**src/sv/mwm_pkg.sv**
```systemverilog
// Shared types and constants of the minhash word-minimum block.
package mwm_pkg;

  // Item and register widths
  localparam int CH_W     = 8;
  localparam int HASH_W   = 32;
  localparam int COEF_W   = 31;
  localparam int PADDR_W  = 4;
  localparam int PDATA_W  = 32;

  // djb2 seed and shift (hash*33 = (hash << 5) + hash)
  localparam logic [HASH_W-1:0] HASH_SEED  = 32'd5381;
  localparam int                HASH_SHIFT = 5;

  // Word separators
  localparam logic [CH_W-1:0] CH_SPACE   = 8'd32;
  localparam logic [CH_W-1:0] CH_NEWLINE = 8'd10;

  // Register reset values
  localparam logic [COEF_W-1:0] COEF_A_RST   = 31'd1;
  localparam logic [COEF_W-1:0] OFFSET_B_RST = 31'd0;
  localparam logic [HASH_W-1:0] MODULUS_RST  = 32'd99839;

  // Shared-unit step counts
  localparam int MUL_STEPS = COEF_W;
  localparam int DIV_STEPS = HASH_W;
  localparam int CNT_W     = $clog2(DIV_STEPS);

  // Input item modes
  localparam logic MODE_CHAR = 1'b0;
  localparam logic MODE_EOD  = 1'b1;

  // Register map, word index on paddr[3:2]
  typedef enum logic [1:0] {
    REG_COEF_A   = 2'd0,
    REG_OFFSET_B = 2'd1,
    REG_MODULUS  = 2'd2
  } reg_idx_e;

endpackage

```
**src/sv/mwm_if.sv**
```systemverilog
// Request channels of the minhash word-minimum block: document bytes in, minimum out.
interface mwm_in_if import mwm_pkg::*; ();
  logic            valid;
  logic            ready;
  logic            mode;
  logic [CH_W-1:0] ch;

  modport source (output valid, output mode, output ch, input ready);
  modport sink   (input valid, input mode, input ch, output ready);
endinterface

interface mwm_out_if import mwm_pkg::*; ();
  logic              valid;
  logic              ready;
  logic [HASH_W-1:0] min_hash;
  logic              empty_doc;

  modport source (output valid, output min_hash, output empty_doc, input ready);
  modport sink   (input valid, input min_hash, input empty_doc, output ready);
endinterface

```
**src/sv/minhash_word_min.sv**
```systemverilog
// Minhash word minimum: per-document minimum of a universal hash over djb2 word hashes.
//
// Bytes arrive one request at a time; space and newline close a word. A byte that
// extends a word is hashed without leaving idle. Closing a word runs the mapping
// ((coef_a*hash + offset_b) mod 2^32) mod modulus through one shared 34-bit adder:
// 31 shift-add multiply steps, one offset add, 32 restoring remainder steps (left
// out when modulus is zero) and one compare against the running minimum; the
// input stays stalled from the closing request until the compare is done. An
// end-of-document request also holds it in an emit state that loads the result
// register; the next document's bytes are taken while that result waits to be drained.
// Registers sit at byte addresses 0 (coef_a), 4 (offset_b) and 8 (modulus); the user
// must write them only while the block is idle, which the block itself does not enforce.
module minhash_word_min import mwm_pkg::*; (
  input  logic               clk_i,
  input  logic               rst_ni,
  mwm_in_if.sink             in_i,
  mwm_out_if.source          out_o,
  input  logic               psel,
  input  logic               penable,
  input  logic               pwrite,
  input  logic [PADDR_W-1:0] paddr,
  input  logic [PDATA_W-1:0] pwdata,
  output logic [PDATA_W-1:0] prdata,
  output logic               pready
);

  typedef enum logic [2:0] {
    S_IDLE,
    S_MUL,
    S_ADDB,
    S_DIV,
    S_CMP,
    S_EMIT
  } state_e;

  state_e state_q;

  // Configuration registers
  logic [COEF_W-1:0] coef_a_q;
  logic [COEF_W-1:0] offset_b_q;
  logic [HASH_W-1:0] modulus_q;

  // Document state
  logic [HASH_W-1:0] word_hash_q;
  logic              word_open_q;
  logic [HASH_W-1:0] min_value_q;
  logic              have_min_q;
  logic              eod_q;
  logic [CNT_W-1:0]  cnt_q;

  // Datapath of the shared unit
  logic [HASH_W-1:0] acc_q;
  logic [HASH_W-1:0] mcand_q;
  logic [COEF_W-1:0] mplier_q;
  logic [HASH_W-1:0] rem_q;

  // Result register
  logic              out_valid_q;
  logic [HASH_W-1:0] out_min_hash_q;
  logic              out_empty_doc_q;

  logic              in_acc;
  logic              is_sep;
  logic [HASH_W-1:0] hash_next;
  logic              out_free;
  logic              cfg_wr;

  logic [HASH_W:0]   alu_a;
  logic [HASH_W:0]   alu_b;
  logic              alu_cin;
  logic [HASH_W+1:0] alu_sum;
  logic              alu_ge;
  logic [HASH_W-1:0] rem_next;

  // Handshake and APB decode
  assign in_i.ready      = (state_q == S_IDLE);
  assign in_acc          = in_i.valid && in_i.ready;
  assign is_sep          = (in_i.ch == CH_SPACE) || (in_i.ch == CH_NEWLINE);
  assign out_free        = !out_valid_q || out_o.ready;
  assign out_o.valid     = out_valid_q;
  assign out_o.min_hash  = out_min_hash_q;
  assign out_o.empty_doc = out_empty_doc_q;
  assign pready          = 1'b1;
  assign cfg_wr          = psel && penable && pwrite;

  // djb2 step: hash*33 plus the sign-extended byte
  assign hash_next = (word_hash_q << HASH_SHIFT) + word_hash_q
                   + {{(HASH_W-CH_W){in_i.ch[CH_W-1]}}, in_i.ch};

  // Select operands of the shared adder
  always_comb begin
    alu_a   = '0;
    alu_b   = '0;
    alu_cin = 1'b0;
    case (state_q)
      S_MUL: begin
        alu_a = {1'b0, acc_q};
        alu_b = mplier_q[0] ? {1'b0, mcand_q} : '0;
      end
      S_ADDB: begin
        alu_a = {1'b0, acc_q};
        alu_b = {2'b00, offset_b_q};
      end
      S_DIV: begin
        alu_a   = {rem_q, mcand_q[HASH_W-1]};
        alu_b   = ~{1'b0, modulus_q};
        alu_cin = 1'b1;
      end
      S_CMP: begin
        alu_a   = {1'b0, acc_q};
        alu_b   = ~{1'b0, min_value_q};
        alu_cin = 1'b1;
      end
      default: begin
        alu_a   = '0;
        alu_b   = '0;
        alu_cin = 1'b0;
      end
    endcase
  end

  assign alu_sum  = {1'b0, alu_a} + {1'b0, alu_b} + {{(HASH_W+1){1'b0}}, alu_cin};
  assign alu_ge   = alu_sum[HASH_W+1];
  assign rem_next = alu_ge ? alu_sum[HASH_W-1:0] : alu_a[HASH_W-1:0];

  // Write configuration registers
  always_ff @(posedge clk_i or negedge rst_ni) begin
    if (!rst_ni) begin
      coef_a_q   <= COEF_A_RST;
      offset_b_q <= OFFSET_B_RST;
      modulus_q  <= MODULUS_RST;
    end else if (cfg_wr) begin
      case (reg_idx_e'(paddr[3:2]))
        REG_COEF_A:   coef_a_q   <= pwdata[COEF_W-1:0];
        REG_OFFSET_B: offset_b_q <= pwdata[COEF_W-1:0];
        REG_MODULUS:  modulus_q  <= pwdata[HASH_W-1:0];
        default: ;
      endcase
    end
  end

  // Read back configuration registers
  always_comb begin
    case (reg_idx_e'(paddr[3:2]))
      REG_COEF_A:   prdata = {1'b0, coef_a_q};
      REG_OFFSET_B: prdata = {1'b0, offset_b_q};
      REG_MODULUS:  prdata = modulus_q;
      default:      prdata = '0;
    endcase
  end

  // Advance the sequencer, document state and result register
  always_ff @(posedge clk_i or negedge rst_ni) begin
    if (!rst_ni) begin
      state_q         <= S_IDLE;
      word_hash_q     <= HASH_SEED;
      word_open_q     <= 1'b0;
      min_value_q     <= '0;
      have_min_q      <= 1'b0;
      eod_q           <= 1'b0;
      cnt_q           <= '0;
      out_valid_q     <= 1'b0;
      out_min_hash_q  <= '0;
      out_empty_doc_q <= 1'b0;
    end else begin
      if (out_o.ready) begin
        out_valid_q <= 1'b0;
      end
      case (state_q)
        S_IDLE: begin
          if (in_acc) begin
            cnt_q <= '0;
            eod_q <= (in_i.mode == MODE_EOD);
            if (in_i.mode == MODE_EOD) begin
              state_q <= word_open_q ? S_MUL : S_EMIT;
            end else if (is_sep) begin
              if (word_open_q) begin
                state_q <= S_MUL;
              end
            end else begin
              word_hash_q <= hash_next;
              word_open_q <= 1'b1;
            end
          end
        end
        S_MUL: begin
          cnt_q <= cnt_q + 1'b1;
          if (cnt_q == CNT_W'(MUL_STEPS - 1)) begin
            state_q <= S_ADDB;
          end
        end
        S_ADDB: begin
          cnt_q   <= '0;
          state_q <= (modulus_q == '0) ? S_CMP : S_DIV;
        end
        S_DIV: begin
          cnt_q <= cnt_q + 1'b1;
          if (cnt_q == CNT_W'(DIV_STEPS - 1)) begin
            state_q <= S_CMP;
          end
        end
        S_CMP: begin
          // keep the smaller mapped hash, then reopen the word
          if (!have_min_q || !alu_ge) begin
            min_value_q <= acc_q;
            have_min_q  <= 1'b1;
          end
          word_hash_q <= HASH_SEED;
          word_open_q <= 1'b0;
          state_q     <= eod_q ? S_EMIT : S_IDLE;
        end
        S_EMIT: begin
          if (out_free) begin
            out_valid_q     <= 1'b1;
            out_min_hash_q  <= have_min_q ? min_value_q : '0;
            out_empty_doc_q <= !have_min_q;
            word_hash_q     <= HASH_SEED;
            word_open_q     <= 1'b0;
            min_value_q     <= '0;
            have_min_q      <= 1'b0;
            state_q         <= S_IDLE;
          end
        end
        default: state_q <= S_IDLE;
      endcase
    end
  end

  // Hold operands of the shared unit
  always_ff @(posedge clk_i) begin
    case (state_q)
      S_IDLE: begin
        acc_q    <= '0;
        mcand_q  <= word_hash_q;
        mplier_q <= coef_a_q;
        rem_q    <= '0;
      end
      S_MUL: begin
        acc_q    <= alu_sum[HASH_W-1:0];
        mcand_q  <= mcand_q << 1;
        mplier_q <= mplier_q >> 1;
      end
      S_ADDB: begin
        acc_q   <= alu_sum[HASH_W-1:0];
        mcand_q <= alu_sum[HASH_W-1:0];
        rem_q   <= '0;
      end
      S_DIV: begin
        rem_q   <= rem_next;
        mcand_q <= mcand_q << 1;
        if (cnt_q == CNT_W'(DIV_STEPS - 1)) begin
          acc_q <= rem_next;
        end
      end
      default: ;
    endcase
  end

endmodule

```
**src/flat_wrapper.sv**
```systemverilog
// flat-port wrapper written by rule: the top's interface ports become plain ports
module minhash_word_min_flat import mwm_pkg::*;
  (clk_i, rst_ni, psel, penable, pwrite, paddr, pwdata, prdata, pready, in_i_valid, in_i_mode, in_i_ch, in_i_ready, out_o_valid, out_o_min_hash, out_o_empty_doc, out_o_ready);
  mwm_in_if in_i_i ();
  mwm_out_if out_o_i ();
  input  logic clk_i;
  input  logic rst_ni;
  input  logic psel;
  input  logic penable;
  input  logic pwrite;
  input  logic [PADDR_W-1:0] paddr;
  input  logic [PDATA_W-1:0] pwdata;
  output logic [PDATA_W-1:0] prdata;
  output logic pready;
  input wire logic [$bits(in_i_i.valid)-1:0] in_i_valid;
  input wire logic [$bits(in_i_i.mode)-1:0] in_i_mode;
  input wire logic [$bits(in_i_i.ch)-1:0] in_i_ch;
  output wire logic [$bits(in_i_i.ready)-1:0] in_i_ready;
  output wire logic [$bits(out_o_i.valid)-1:0] out_o_valid;
  output wire logic [$bits(out_o_i.min_hash)-1:0] out_o_min_hash;
  output wire logic [$bits(out_o_i.empty_doc)-1:0] out_o_empty_doc;
  input wire logic [$bits(out_o_i.ready)-1:0] out_o_ready;
  assign in_i_i.valid = in_i_valid;
  assign in_i_i.mode = in_i_mode;
  assign in_i_i.ch = in_i_ch;
  assign in_i_ready = in_i_i.ready;
  assign out_o_valid = out_o_i.valid;
  assign out_o_min_hash = out_o_i.min_hash;
  assign out_o_empty_doc = out_o_i.empty_doc;
  assign out_o_i.ready = out_o_ready;
  minhash_word_min u_core (.clk_i(clk_i), .rst_ni(rst_ni), .in_i(in_i_i), .out_o(out_o_i), .psel(psel), .penable(penable), .pwrite(pwrite), .paddr(paddr), .pwdata(pwdata), .prdata(prdata), .pready(pready));
endmodule
```
**config.mk**
```make
export PLATFORM = sky130hd
export DESIGN_NAME = minhash_word_min_flat
export DESIGN_NICKNAME = d
export VERILOG_FILES = /design/src/sv/mwm_pkg.sv /design/src/sv/mwm_if.sv /design/src/sv/minhash_word_min.sv /design/src/flat_wrapper.sv
export SDC_FILE = /design/constraint.sdc
export NUM_CORES = 1
export LEC_CHECK = 0
export BUFFER_PORTS_ARGS = -buffer_cell sky130_fd_sc_hd__buf_2
export CORE_ASPECT_RATIO = 0.6
export CORE_MARGIN = 3
export CORE_UTILIZATION = 40
export CTS_CLUSTER_SIZE = 16
export DETAILED_ROUTE_END_ITERATION = 12
export GPL_TIMING_DRIVEN = 1
export HOLD_SLACK_MARGIN = 0.03
export PLACE_DENSITY_LB_ADDON = 0.2
export SLEW_MARGIN = 5
export SYNTH_ARGS = -nofsm -noshare
export SYNTH_HDL_FRONTEND = slang
export SYNTH_SLANG_ARGS = --single-unit
export TNS_END_PERCENT = 50
```
**constraint.sdc**
```tcl
create_clock -name clk_i -period 5.4 [get_ports clk_i]
set_input_delay 1.08 -clock clk_i [delete_from_list [all_inputs] [get_ports clk_i]]
set_output_delay 1.08 -clock clk_i [all_outputs]
set_load 0.1 [all_outputs]
```
# == Word-level counts from Yosys, hierarchy flattened ==
# Cells that the tools add are included.
# word_totals
input_bits,52
output_inout_bits,68
reg_bits,330
# op_classes
n_reduce_logical,33
n_bitwise,2
n_eq_ne,20
mux,43
n_addsub,5
# ops
op,count
$pmux 32 s3,4
$mux 32,10
$pmux 33 s4,1
$pmux 32 s2,2
$not 32->33,2
$pmux 33 s2,1
$add 32x32->32,2
$pmux 31 s2,1
$add 33x33->34,1
$add 34x1->34,1
$logic_not 32->1,1
$mux 3,10
$pmux 3 s6,1
$pmux 5 s3,1
$reduce_and 2->1,7
$eq 5x5->1 const B,2
$mux 1,9
$reduce_bool 3->1,3
$eq 8x4->1 const B,1
$eq 8x6->1 const B,1
$ne 2x1->1 const B,4
$reduce_or 2->1,4
$eq 3x2->1 const B,2
$eq 3x3->1 const B,2
other kinds (19),30

# == Depth between registers and ports, before layout ==
# logic_depth
depth_word,9
ltp_mapped,21
mapped_depth_nobuf,16

# == Worst setup path after synthesis ==
# Ideal clock, no wire load.
# synth_timing
path_type,reg2reg
start,reg u_core.state_q[2]
end,reg u_core.acc_q[30] (data pin)
setup_ns,0.270
path_buffers,3
path_stages_with_launch,20
t_arrival_ns,5.213
period_less_slack_ns,5.483
slack_ns,-0.083
path_cell_list,dfrtp_1 -> inv_1 -> clkbuf_1 -> nand2_1 -> nor2_1 -> and2_0 -> clkbuf_1 -> clkbuf_1 -> a21oi_1 -> fa_1 -> fa_1 -> nor2b_1 -> o211ai_1 -> a31oi_1 -> o221ai_1 -> a21oi_1 -> o2111ai_1 -> and3_1 -> nor3_1 -> o211ai_1
# synth_between
elab_chain_cells,8
elab_cells_between_ends,16
classes_between,2 x add/sub; 4 x eq/ne; 6 x mux; 4 x reduce/logical
# synth_rtl
element,line,rtl
start: declaration,minhash_word_min.sv:36,state_e state_q;
start signal: assignment,minhash_word_min.sv:175,state_q <= word_open_q ? S_MUL : S_EMIT;
start signal: assignment,minhash_word_min.sv:194,state_q <= (modulus_q == '0) ? S_CMP : S_DIV;
start signal: assignment,minhash_word_min.sv:210,state_q <= eod_q ? S_EMIT : S_IDLE;
"$eq 3x3->1, or another cell as far along",minhash_word_min.sv:95,case (state_q)
$reduce_or 3->1 (no line),--,
$pmux 33 s2,minhash_word_min.sv:95,
$add 33x33->34,minhash_word_min.sv:122,"assign alu_sum = {1'b0, alu_a} + {1'b0, alu_b} + {{(HASH_W+1){1'b0}}, alu_cin};"
$add 34x1->34,minhash_word_min.sv:122,
$mux 32,minhash_word_min.sv:124,assign rem_next = alu_ge ? alu_sum[HASH_W-1:0] : alu_a[HASH_W-1:0];
$mux 32,minhash_word_min.sv:251,if (cnt_q == CNT_W'(DIV_STEPS - 1)) begin
$pmux 32 s3 (*),minhash_word_min.sv:231,case (state_q)
end signal: assignment,minhash_word_min.sv:239,acc_q <= alu_sum[HASH_W-1:0];
end signal: assignment,minhash_word_min.sv:244,acc_q <= alu_sum[HASH_W-1:0];
end signal: assignment,minhash_word_min.sv:252,acc_q <= rem_next;
end: declaration,minhash_word_min.sv:52,logic [HASH_W-1:0] acc_q;
# Mark *: on every way between the ends. The rest lies on a longest branch, timed or not. The select of a mux whose other input is x is not followed.
# A chain may end at the register's enable or synchronous reset.

# == Final worst setup path ==
# layout_timing
start,reg u_core.state_q[2]
end,reg u_core.rem_q[30] (data pin)
# layout_between
elab_chain_cells,7
elab_cells_between_ends,15
classes_between,2 x add/sub; 4 x eq/ne; 5 x mux; 4 x reduce/logical
# layout_rtl
element,line,rtl
"$eq 3x3->1, or another cell as far along",minhash_word_min.sv:95,
$reduce_or 3->1 (no line),--,
$pmux 33 s2,minhash_word_min.sv:95,
$add 33x33->34,minhash_word_min.sv:122,
$add 34x1->34,minhash_word_min.sv:122,
$mux 32,minhash_word_min.sv:124,
$pmux 32 s2 (*),minhash_word_min.sv:231,
end signal: assignment,minhash_word_min.sv:249,rem_q <= rem_next;
end: declaration,minhash_word_min.sv:55,logic [HASH_W-1:0] rem_q;
# Mark *: on every way between the ends. The rest lies on a longest branch, timed or not.

==> flow_summary_export.csv <==
group,metric,value,unit
status,status,"finished clean",
routing,dr_total_vias,16092,
yosys,synth.area.top_cells,"dfrtp_1 (23%), edfxtp_1 (19%), mux2_2 (7.2%)",
clock_tree,cts_resized,0,
placed_design,placed_area,21100,um^2
routing,wl_per_cell,22.3,um
critical_path,worstPathCellList,"inv_1 > buf_4 > nand2_1 > buf_4 > nor2_4 > a22oi_1 > fa_1 > fa_1 > nor2b_1 > o211ai_1 > a31oi_1 > buf_4 > o221ai_1 > a21oi_1 > o2111ai_1 > and3_1 > nor3_1 > o21ai_0",
clock_tree,clkTransAtPathRegs,70,ps
floorplanning,fp.dieArea,52200,um^2
layout,final_cell_area,22200,um^2
clock_tree,cts_root_buf,"clkbuf_16",
yosys,synth_common_cells,"nand2_1 (351), dfrtp_1 (185), edfxtp_1 (127)",
sta,fin_worst_skew,10.5,ps
sta,min_period,5090,ps
clock_tree,clock_sinks,330,
yosys,syn-num-nets,2135,
clock_tree,cts_buffer_depth,3,
grt,grt_overflow,0,
sta,rsz0062_at_grt,"false",
layout,antenna_cells,0,
yosys,synthCells,1985,
placed_design,hpwl,43700,um
layout,syn2layout_area_growth,12.4,%
floorplanning,die_w,293,um
critical_path,crit_arrival,5390,ps
floorplanning,fp.dieH,178,um
clock_tree,cts_inserted_buffers,31,
layout,drive_gt1_share,19.8,%
yosys,syn_area,19800,um^2
critical_path,cp_max_fo,12,
clock_tree,cts_htree_levels,1,
critical_path,path_delay_family,"compound AO/OA/AOI/OAI gates",
sta,fin_tns_setup,0,ps
floorplanning,placementRows,62,
placed_design,gp_congestion,0.949,
sta,post-route-period-util,94.3,%
critical_path,worstSetupPathType,"reg2reg",
routing,postRouteAntennaNets,0,
clock_tree,clk_latency,580,ps
yosys,yosys.cell_types.count,77,
clock_tree,postCtsSetupRepairBufs,0,
yosys,synth.top_cell.area_share,23.4,%
critical_path,path_buf_inv,4,
flow_run,maxCapViolCount,0,
critical_path,start_kind,"register",
min_path,min_path_type,"reg2reg",
critical_path,slowest_stage,"fa_1",
layout,fin_nets,2212,
yosys,async_flop_share,61.5,%
grt,grt_use_total,23.3,%
grt,antenna_found_initial,0,
yosys,synth_edf_count,127,
sta,tightest_slew,1230,ps
critical_path,max_stage_delay,480,ps
grt,grt_start_max_net_pins,78,
sta,maxSlewHeadroom,17.7,%
routing,drc,0,
critical_path,reg2reg_setup_slack,310,ps
sta,fmax,196,MHz
sta,finalHoldViolCount,0,
routing,wl,60700,um
grt,grt_pass1_vias,15760,
routing,post_drt_via_cell_ratio,5.90,
yosys,ys.warnings.count,0,
critical_path,end_kind,"register",
floorplanning,start_util,40.9,%
sta,hold_slack,481,ps
critical_path,worstPathRequired,5700,ps
layout,final_util,46.0,%
sta,setup_violations,0,
placed_design,port_buffers,116,
critical_path,crit_top_cell,"buf_4",
routing,first_pass_iters,5,
grt,grt_pass1_wl,94900,um
yosys,ys_seq_area_share,45.1,%
floorplanning,ios,120,
floorplanning,coreArea,48300,um^2
yosys,syn_area_per_cell,9.96,um^2
routing,drt_iter0_markers,1582,
clock_tree,cts_hold_buf,0,
yosys,ys.flop_type,"dfrtp_1",
yosys,synth_top_area_cell,"dfrtp_1",
yosys,ys_ff_latch,330,
sta,finalMaxSlewViolations,0,
clock_tree,cts_tree,"yes",
yosys,synth.most_common_cell,"nand2_1",
==> placed cells by master (no fill, tap or decap), types with 12 or more instances in the layout <==
| cell type | n |
|---|---|
| nor3_1 | 19 |
| o31ai_1 | 14 |
| o21ai_1 | 26 |
| edfxtp_1 | 127 |
| o21a_1 | 12 |
| o211ai_2 | 26 |
| buf_4 | 47 |
| buf_2 | 115 |
| nor2_1 | 88 |
| o221ai_1 | 64 |
| a21oi_1 | 99 |
| xor2_1 | 19 |
| a21o_1 | 40 |
| xnor2_1 | 34 |
| nand2_1 | 350 |
| clkbuf_16 | 33 |
| a22o_1 | 23 |
| ha_1 | 69 |
| fa_1 | 29 |
| dfrtp_1 | 183 |
| mux2i_1 | 36 |
| o21ai_0 | 124 |
| mux2_2 | 126 |
| and3_1 | 13 |
| inv_1 | 52 |
| nand3_1 | 83 |
| a22oi_1 | 30 |
| dfstp_2 | 18 |
==> final timing paths <==
kind	endpoint	from	depth (start not counted)
hold reg to reg	u_core.out_o.min_hash[6]	u_core.out_o.min_hash[6]	2
setup reg to reg	u_core.rem_q[30]	u_core.state_q[2]	18
hold / removal	u_core.out_o.min_hash[6]	u_core.out_o.min_hash[6]	2
max in group asynchronous	u_core.state_q[0]	rst_ni	2
min in group asynchronous	u_core.coef_a_q[7]	rst_ni	1
setup / recovery	u_core.rem_q[30]	u_core.state_q[2]	18
==> registers in the layout (all words and copies together), names as in the netlist, 5 cells and up <==
signal,flops
u_core.coef_a_q,31
u_core.modulus_q,32
u_core.rem_q,32
u_core.offset_b_q,31
u_core.cnt_q,5
u_core.mplier_q,31
u_core.mcand_q,32
u_core.out_o.min_hash,32
u_core.min_value_q,32
u_core.word_hash_q,32
u_core.acc_q,32
==> worst reg2reg max path, delay by kind of cell (launching register included) <==
kind            cells  cell delay (ps)
buf+inv             4              730
compound gates      7             1710
flops               1              370
simple gates        5             1080
fa+ha+maj           2              920
==> cells by family after synthesis <==
kind of cell,count (synthesis),synth area share (%)
AND/OR/NAND/NOR,628,13.8
AO/OA/AOI/OAI,537,18.8
adder cells (fa/ha/maj),98,7.30
flip-flops,330,45.1
multiplexers,162,9.00
other,1,0.0190
buffers and inverters,176,3.67
XOR/XNOR,53,2.35
==> through the flow <==
step	std cells	setup WS [ps]
2_1_floorplan	1985	277
3_3_place_gp	2669	396
3_5_place_dp	2669	331
4_1_cts	2726	313
5_1_grt	2726	71.3
6_report	2726	305
==> metal layers <==
layer	share of wire, %	track usage [%]
met1	50	36.8
met2	41	33.3
met3	7.5	4.12
met4	1.7	4.22
met5	0	0
==> layout make-up <==
| type | instances | area, um^2 |
|---|---|---|
| fill | 4612 | 26100 |
| multi-input combinational | 1479 | 10200 |
| sequential | 330 | 8920 |
| timing repair buffer | 167 | 1020 |
| clock buffer | 39 | 878 |
| tap | 640 | 801 |
| clock inverter | 18 | 215 |
| inverter | 53 | 200 |
Power is not shown: default switching activity piles up to over one toggle a cycle in this logic, so the estimate is an artifact.
